### config.mk
export PLATFORM = sky130hd
export DESIGN_NAME = bounded_sorted_list_store
export DESIGN_NICKNAME = d
export VERILOG_FILES = /design/src/rtl/core/bsls_pkg.sv /design/src/rtl/core/bsls_cell.sv /design/src/rtl/core/bounded_sorted_list_store.sv
export SDC_FILE = /design/constraint.sdc
export NUM_CORES = 2
export LEC_CHECK = 0
export BUFFER_PORTS_ARGS = -buffer_cell sky130_fd_sc_hd__buf_2
export CAP_MARGIN = 5
export CORE_MARGIN = 4
export CORE_UTILIZATION = 25
export CTS_BUF_LIST = sky130_fd_sc_hd__clkbuf_4 sky130_fd_sc_hd__clkbuf_8
export DETAILED_ROUTE_END_ITERATION = 8
export PLACE_DENSITY_LB_ADDON = 0.15
export RECOVER_POWER = 100
export SETUP_SLACK_MARGIN = 0.5
export SYNTH_ARGS = -nofsm -noshare
export SYNTH_HDL_FRONTEND = slang
export SYNTH_SLANG_ARGS = --single-unit
export TNS_END_PERCENT = 30
### constraint.sdc
create_clock -name clk -period 11.8 [get_ports clk]
set_clock_uncertainty 0.15 [all_clocks]
set_input_delay 1.18 -clock clk [delete_from_list [all_inputs] [get_ports clk]]
set_output_delay 1.18 -clock clk [all_outputs]
set_load 0.02 [all_outputs]
### src/rtl/core/bsls_pkg.sv
// Shared types and constants for the bounded sorted list store.
// Command, result and cell control structs; used by bsls_cell and the top level.
package bsls_pkg;

    localparam int DATA_W = 32;
    localparam int OCC_W  = 5;

    localparam logic [2:0] OP_HEAD_INS   = 3'd0;
    localparam logic [2:0] OP_TAIL_INS   = 3'd1;
    localparam logic [2:0] OP_SORT_INS   = 3'd2;
    localparam logic [2:0] OP_REMOVE     = 3'd3;
    localparam logic [2:0] OP_SORT_REM   = 3'd4;
    localparam logic [2:0] OP_DUMP       = 3'd5;

    typedef struct packed {
        logic [2:0]               opcode;
        logic signed [DATA_W-1:0] value;
    } cmd_t;

    typedef struct packed {
        logic signed [DATA_W-1:0] element;
        logic                     found;
        logic                     rejected;
        logic                     empty_res;
        logic [OCC_W-1:0]         occupancy;
        logic                     last;
    } res_t;

    typedef enum logic [2:0] {
        CELL_HOLD,
        CELL_INS_HEAD,
        CELL_INS_TAIL,
        CELL_INS_SORT,
        CELL_MARK_ALL,
        CELL_MARK_SORT,
        CELL_COMPACT,
        CELL_ROTATE
    } cell_op_t;

    typedef struct packed {
        cell_op_t                 op;
        logic signed [DATA_W-1:0] value;
    } cell_ctl_t;

    typedef struct packed {
        logic first;
        logic ins;
        logic doom;
        logic run;
        logic head;
        logic beyond;
        logic stop;
    } chain_t;

    localparam chain_t CHAIN_SEED = '{first: 1'b1, ins: 1'b0, doom: 1'b0, run: 1'b1,
                                      head: 1'b0, beyond: 1'b0, stop: 1'b0};

endpackage

### src/rtl/core/bsls_cell.sv
// One storage cell of the list chain: holds one word and its removal mark.
// Depends on bsls_pkg for the control and chain structs.
module bsls_cell (
    input  logic                              clk,
    input  logic                              rst_n,
    input  bsls_pkg::cell_ctl_t               ctl,
    input  logic                              valid,
    input  logic                              at_count,
    input  logic                              tail_pos,
    input  logic signed [bsls_pkg::DATA_W-1:0] left_data,
    input  logic signed [bsls_pkg::DATA_W-1:0] right_data,
    input  logic                              right_doom,
    input  logic signed [bsls_pkg::DATA_W-1:0] head_data,
    input  bsls_pkg::chain_t                  chain_in,
    output bsls_pkg::chain_t                  chain_out,
    output logic signed [bsls_pkg::DATA_W-1:0] data,
    output logic                              doom
);
    import bsls_pkg::*;

    logic signed [DATA_W-1:0] data_reg;
    logic signed [DATA_W-1:0] data_next;
    logic                     doom_reg;
    logic                     doom_next;
    logic                     eq;
    logic                     gt;
    logic                     ge;
    logic                     hit;
    logic                     del_sort;
    logic                     pre_doom;

    assign eq       = (data_reg == ctl.value);
    assign gt       = (data_reg > ctl.value);
    assign ge       = (data_reg >= ctl.value);
    assign del_sort = valid & eq & (chain_in.run | chain_in.head |
                                    (chain_in.beyond & ~chain_in.stop));
    assign pre_doom = chain_in.doom | doom_reg;

    always_comb
    begin
        case (ctl.op)
            CELL_INS_HEAD: hit = chain_in.first;
            CELL_INS_TAIL: hit = at_count;
            CELL_INS_SORT: hit = (valid & ge) | at_count;
            default:       hit = 1'b0;
        endcase
    end

    always_comb
    begin
        chain_out.first  = 1'b0;
        chain_out.ins    = chain_in.ins | hit;
        chain_out.doom   = pre_doom;
        chain_out.run    = chain_in.run & eq;
        chain_out.head   = chain_in.run & ~eq;
        chain_out.beyond = chain_in.beyond | chain_in.head;
        chain_out.stop   = chain_in.stop | (chain_in.beyond & gt);
    end

    always_comb
    begin
        data_next = data_reg;
        doom_next = 1'b0;
        case (ctl.op)
            CELL_INS_HEAD, CELL_INS_TAIL, CELL_INS_SORT:
            begin
                if (chain_in.ins)
                    data_next = left_data;
                else if (hit)
                    data_next = ctl.value;
            end
            CELL_MARK_ALL:  doom_next = valid & eq;
            CELL_MARK_SORT: doom_next = del_sort;
            CELL_COMPACT:
            begin
                if (pre_doom)
                begin
                    data_next = right_data;
                    doom_next = right_doom;
                end
            end
            CELL_ROTATE:    data_next = tail_pos ? head_data : right_data;
            default:        data_next = data_reg;
        endcase
    end

    always_ff @(posedge clk)
    begin
        data_reg <= data_next;
    end

    always_ff @(posedge clk or negedge rst_n)
    begin
        if (!rst_n)
            doom_reg <= 1'b0;
        else
            doom_reg <= doom_next;
    end

    assign data = data_reg;
    assign doom = doom_reg;

endmodule

### src/rtl/core/bounded_sorted_list_store.sv
// Bounded sorted list store: a chain of DEPTH bsls_cell words plus the command sequencer.
// Depends on bsls_pkg and bsls_cell. The receiver cannot stall results.
// Inserts, unused opcodes, empty dump: result in the next cycle, next start taken at once.
// Removes: busy in S_COMPACT until no mark is left, then result and next start together.
// Dump: busy in S_DUMP, results on consecutive cycles from the rotating head word.
// Reset clears the element count; stored words are undefined until written.
module bounded_sorted_list_store #(
    parameter int DEPTH = 16
) (
    input  logic             clk,
    input  logic             rst_n,
    input  logic             start,
    input  bsls_pkg::cmd_t   cmd,
    output logic             busy,
    output logic             result_valid,
    output bsls_pkg::res_t   result
);
    import bsls_pkg::*;

    localparam int CW = $clog2(DEPTH + 1);

    typedef enum logic [2:0] {
        S_IDLE    = 3'b001,
        S_COMPACT = 3'b010,
        S_DUMP    = 3'b100
    } state_t;

    state_t                   state_reg, state_next;
    logic [CW-1:0]            count_reg, count_next;
    logic [CW-1:0]            dcnt_reg, dcnt_next;
    logic                     found_reg, found_next;
    logic                     rv_reg, rv_next;
    res_t                     res_reg, res_next;
    cell_ctl_t                ctl;
    logic                     accept;
    logic                     full;
    logic [CW-1:0]            tail_idx;

    logic signed [DATA_W-1:0] cell_data [DEPTH];
    logic                     cell_doom [DEPTH];
    chain_t                   chain [DEPTH+1];

    function automatic res_t make_res(input logic signed [DATA_W-1:0] elem,
                                      input logic fnd, input logic rej,
                                      input logic [CW-1:0] cnt, input logic lst);
        res_t          r;
        logic [CW+OCC_W-1:0] ext;
        ext         = {{OCC_W{1'b0}}, cnt};
        r.element   = elem;
        r.found     = fnd;
        r.rejected  = rej;
        r.empty_res = (cnt == '0);
        r.occupancy = ext[OCC_W-1:0];
        r.last      = lst;
        return r;
    endfunction

    assign accept   = start & (state_reg == S_IDLE);
    assign full     = (count_reg == CW'(DEPTH));
    assign tail_idx = count_reg - CW'(1);
    assign chain[0] = CHAIN_SEED;

    genvar gi;
    generate
        for (gi = 0; gi < DEPTH; gi++)
        begin : g_cell
            logic signed [DATA_W-1:0] left_w;
            logic signed [DATA_W-1:0] right_w;
            logic                     rdoom_w;
            if (gi == 0)
            begin : g_first
                assign left_w = ctl.value;
            end
            else
            begin : g_mid
                assign left_w = cell_data[gi-1];
            end
            if (gi == DEPTH - 1)
            begin : g_end
                assign right_w = cell_data[gi];
                assign rdoom_w = 1'b0;
            end
            else
            begin : g_inner
                assign right_w = cell_data[gi+1];
                assign rdoom_w = cell_doom[gi+1];
            end
            bsls_cell u_cell (
                .clk        (clk),
                .rst_n      (rst_n),
                .ctl        (ctl),
                .valid      (CW'(gi) < count_reg),
                .at_count   (CW'(gi) == count_reg),
                .tail_pos   (CW'(gi) == tail_idx),
                .left_data  (left_w),
                .right_data (right_w),
                .right_doom (rdoom_w),
                .head_data  (cell_data[0]),
                .chain_in   (chain[gi]),
                .chain_out  (chain[gi+1]),
                .data       (cell_data[gi]),
                .doom       (cell_doom[gi])
            );
        end
    endgenerate

    always_comb
    begin
        state_next = state_reg;
        count_next = count_reg;
        dcnt_next  = dcnt_reg;
        found_next = found_reg;
        rv_next    = 1'b0;
        res_next   = res_reg;
        ctl.op     = CELL_HOLD;
        ctl.value  = cmd.value;
        case (state_reg)
            S_IDLE:
            begin
                if (accept)
                begin
                    case (cmd.opcode)
                        OP_HEAD_INS, OP_TAIL_INS, OP_SORT_INS:
                        begin
                            rv_next = 1'b1;
                            if (full)
                                res_next = make_res('0, 1'b0, 1'b1, count_reg, 1'b1);
                            else
                            begin
                                count_next = count_reg + CW'(1);
                                if (cmd.opcode == OP_HEAD_INS)
                                    ctl.op = CELL_INS_HEAD;
                                else if (cmd.opcode == OP_TAIL_INS)
                                    ctl.op = CELL_INS_TAIL;
                                else
                                    ctl.op = CELL_INS_SORT;
                                res_next = make_res('0, 1'b0, 1'b0, count_next, 1'b1);
                            end
                        end
                        OP_REMOVE, OP_SORT_REM:
                        begin
                            ctl.op     = (cmd.opcode == OP_REMOVE) ? CELL_MARK_ALL
                                                                   : CELL_MARK_SORT;
                            found_next = 1'b0;
                            state_next = S_COMPACT;
                        end
                        OP_DUMP:
                        begin
                            if (count_reg == '0)
                            begin
                                rv_next  = 1'b1;
                                res_next = make_res('0, 1'b0, 1'b0, count_reg, 1'b1);
                            end
                            else
                            begin
                                dcnt_next  = '0;
                                state_next = S_DUMP;
                            end
                        end
                        default:
                        begin
                            rv_next  = 1'b1;
                            res_next = make_res('0, 1'b0, 1'b0, count_reg, 1'b1);
                        end
                    endcase
                end
            end
            S_COMPACT:
            begin
                ctl.op = CELL_COMPACT;
                if (chain[DEPTH].doom)
                begin
                    count_next = count_reg - CW'(1);
                    found_next = 1'b1;
                end
                else
                begin
                    rv_next    = 1'b1;
                    res_next   = make_res('0, found_reg, 1'b0, count_reg, 1'b1);
                    state_next = S_IDLE;
                end
            end
            S_DUMP:
            begin
                ctl.op    = CELL_ROTATE;
                rv_next   = 1'b1;
                dcnt_next = dcnt_reg + CW'(1);
                res_next  = make_res(cell_data[0], 1'b0, 1'b0, count_reg,
                                     dcnt_reg == tail_idx);
                if (dcnt_reg == tail_idx)
                    state_next = S_IDLE;
            end
            default:
            begin
                state_next = S_IDLE;
            end
        endcase
    end

    always_ff @(posedge clk or negedge rst_n)
    begin
        if (!rst_n)
        begin
            state_reg <= S_IDLE;
            count_reg <= '0;
            dcnt_reg  <= '0;
            found_reg <= 1'b0;
            rv_reg    <= 1'b0;
        end
        else
        begin
            state_reg <= state_next;
            count_reg <= count_next;
            dcnt_reg  <= dcnt_next;
            found_reg <= found_next;
            rv_reg    <= rv_next;
        end
    end

    always_ff @(posedge clk)
    begin
        res_reg <= res_next;
    end

    assign busy         = (state_reg != S_IDLE);
    assign result_valid = rv_reg;
    assign result       = res_reg;

endmodule

==> results.sh <==
export IMPL_timing_rr_start="count_reg[0]$_DFFE_PN0P_"
export IMPL_yosysUniqueCellTypes=98
export IMPL_min_path_cells=2
export IMPL_grt_use_total_pct=22.7
export IMPL_timing_final_max_slew_violations=1318
export IMPL_synth_fa_ha_area_share_pct=14.9
export IMPL_synth_top_family_by_area="compound AO/OA/AOI/OAI gates"
export IMPL_synth_area_leaders="edfxtp_1 38%, ha_1 15%, o221ai_1 6.2%"
export IMPL_start_util_pct=25.2
export IMPL_hold_path_class="reg -> reg"
export IMPL_cap_violations=34
export IMPL_cp_start_kind="register"
export IMPL_layout_common_cells="714 x nand2_1, 553 x edfxtp_1, 519 x ha_1"
export IMPL_syn_num_nets=5102
export IMPL_cts_tree="yes"
export IMPL_crit_start="count_reg[0]$_DFFE_PN0P_"
export IMPL_grt_overflow=0
export IMPL_violations="max-capacitance violations, max-slew violations"
export IMPL_post_cts_buffers=0
export IMPL_crit_type="reg -> reg"
export IMPL_core_area_mm2=0.172
export IMPL_dp_cells=6776
export IMPL_die_area_mm2=0.181
export IMPL_cts_hold_buf=0
export IMPL_antenna_found_initial=14
export IMPL_place_ws_ps=3500
export IMPL_slowest_delay_ps=2160
export IMPL_post_dp_hpwl_um=152000
export IMPL_grt_pass1_wl_um=299000
export IMPL_crit_path_frequent_cell="clkbuf_1"
export IMPL_synth_xor_area_share_pct=0.464
export IMPL_status="complete, but fails checks"
export IMPL_busiest_layer="met2"
export IMPL_grt_max_degree=157
export IMPL_ir_drop_mv=0.168
export IMPL_r2r_end="g_cell[12].u_cell.data[24]$_DFFE_PP_"
export IMPL_rsz0062_at_grt="no"
export IMPL_layout_commonest_cell="nand2_1"
export IMPL_synth_compound_area_share_pct=22.1
export IMPL_ys_ff_latch=584
export IMPL_synth_mux_area_share_pct=3.06
export IMPL_max_slew_margin_pct=-190
export IMPL_synth_warnings=0
export IMPL_htree_num_levels=3
export IMPL_cp_required_ps=12060
export IMPL_rr_worst_depth=16
export IMPL_synth_simple_area_share_pct=15.5
export IMPL_hold_viol=0
export IMPL_cts_root_buffer="clkbuf_8"
export IMPL_tightest_slew_ps=4350
export IMPL_power_total_mw=9.02
export IMPL_cp_slowest_cell="clkbuf_1"
export IMPL_layout_drive_gt1_share_pct=7.92
export IMPL_async_flop_share_pct=5.31
export IMPL_cts_path_max_buffers=3
export IMPL_drc=0
export IMPL_syn_avg_cell_area_um2=9.56
export IMPL_crit_path_end_kind="register"
export IMPL_ff2ff_setup_slack_ps=2270
export IMPL_clock_sinks=584
export IMPL_ys_seq_area_share_pct=40.0
export IMPL_synthCells=4545
export IMPL_core_rowCount=152
export IMPL_port_buffers=80
export IMPL_fin_crit_sh_pct=80.7
export IMPL_clkTransAtPathRegs_ps=60
export IMPL_p_leak_nw=17.6
export IMPL_instances_no_fill=7004
export IMPL_synth_top_area_cell="edfxtp_1"
export IMPL_min_to="found_reg$_DFFE_PN0P_"
export IMPL_critPathArrivalTime_ps=9790
export IMPL_die_w_um=425
export IMPL_crit_fanout=62
export IMPL_vias_per_cell=5.74
export IMPL_p_per_area_mw_per_mm2=184
export IMPL_use_met2_pct=35.5
export IMPL_drt_wl_total_um=212000
export IMPL_ant_nets=0
export IMPL_fin_crit_ps=9530
export IMPL_die_y_um=425
export IMPL_globalplace_congestion=0.918
export IMPL_cts_buffers=120
export IMPL_cts_resized=0
export IMPL_largest_reg_flops=512
export IMPL_wl_per_cell_um=30.3
export IMPL_setup_viol=0
export IMPL_grtUsageMet1_pct=31.5
export IMPL_drt_iter0_markers=4544
export IMPL_yosys_most_used_dff="edfxtp_1"
export IMPL_clock_latency_ps=900
export IMPL_fillers=18200
export IMPL_min_from="found_reg$_DFFE_PN0P_"
export IMPL_dr_total_vias=40200
export IMPL_tns_ps=0
export IMPL_synth_edf_count=553
export IMPL_synthesis_area_mm2=0.0434
export IMPL_ios=81
export IMPL_hold_slack_ps=323
export IMPL_area_delta_synth_final_pct=12.7
export IMPL_clock_fmax_mhz=105
export IMPL_worstPathCellList="inv_1 -> ha_1 -> clkbuf_1 -> and4bb_1 -> nor4b_1 -> nand2_1 -> o31ai_1 -> a21oi_1 -> a211o_1 -> o311a_1 -> and4b_2 -> buf_4 -> nand3_4 -> nor2_1 -> a211oi_4 -> clkbuf_1"
export IMPL_num_nets_final=5145
export IMPL_first_pass_iters=7
export IMPL_grt_met3_usage_pct=3.29
export IMPL_grt_pass1_vias=38600
export IMPL_synth_top_cell_area_share_pct=38.2
export IMPL_setup_ws_ps=2270
==> cell usage after synthesis, drive strengths merged (5+ instances only) <==
master	instances
nand2	715
edfxtp	553
ha	519
a21oi	415
o221ai	306
nor2	303
clkbuf	248
o21ai	139
nand4	130
mux2i	126
o211ai	126
nand3	110
a22oi	91
inv	90
nor3	84
a21o	55
buf	48
o311ai	47
a211oi	40
a211o	30
dfrtp	30
clkinv	29
a31oi	22
nand2b	21
nor2b	20
nor4	20
o21a	16
and3	15
and2	14
xnor2	14
o31ai	13
or3	13
a21boi	11
o311a	10
a311o	9
xor2	9
or2	8
o22ai	7
mux2	6
nand3b	6
a2111oi	5
and4	5
o31a	5
or4	5
==> worst max path at each step <==
stage / endpoint / slack [ps]
after floorplan: g_cell[14].u_cell.data[0]$_DFFE_PP_ / 3930
after global placement: g_cell[12].u_cell.data[16]$_DFFE_PP_ / 3530
after detailed placement: g_cell[12].u_cell.data[19]$_DFFE_PP_ / 3500
after CTS: g_cell[12].u_cell.data[24]$_DFFE_PP_ / 4500
after global routing: g_cell[12].u_cell.data[24]$_DFFE_PP_ / 2120
final: g_cell[12].u_cell.data[24]$_DFFE_PP_ / 2270
==> per-layer routing <==
metal	wire length [µm]	share of wire, %	vias to the layer above
met3	14900	7.0	347
met1	93900	44	20100
met2	95100	45	1880
met5	13	0.0061	-
met4	8280	3.9	2
li1	-	-	17900
==> power by group <==
group	switching (mW)	internal [mW]
Clock	1.09	1.21
Combinational	2.33	1.13
Sequential	0.391	2.88
==> critical path, delay by kind of cell, from the launching register on <==
kind | cells | cell delay (ps)
AND/OR/NAND/NOR | 6 | 3330
buffers and inverters | 4 | 3310
AO/OA/AOI/OAI | 5 | 1210
flip-flops | 1 | 720
adder cells (fa/ha/maj) | 1 | 300
==> through the flow <==
stage | util (%) | area [µm²]
6_report | 28.5 | 49000
5_1_grt | 28.4 | 49000
4_1_cts | 28.7 | 49400
3_5_place_dp | 27.3 | 47000
3_3_place_gp | 27.3 | 47000
2_1_floorplan | - | 43400
==> logic make-up after synthesis <==
logic type | after synthesis
simple gates | 1488
compound gates | 1384
flops | 584
fa+ha+maj | 519
buf+inv | 415
mux | 132
xor+xnor | 23
==> cell type report <==
cell class              count  area, µm²  share of cell area, %
well taps                2310       2890                   5.90
clock inverters            60        427                  0.871
diodes                      7       17.5                 0.0358
inverters                 119        447                  0.912
flip-flops and latches    584      17400                   35.5
multi-input cells        3546      24600                   50.3
repair buffers            217       1170                   2.39
clock buffers             161       2000                   4.08
(Power assumes the default switching activity.)
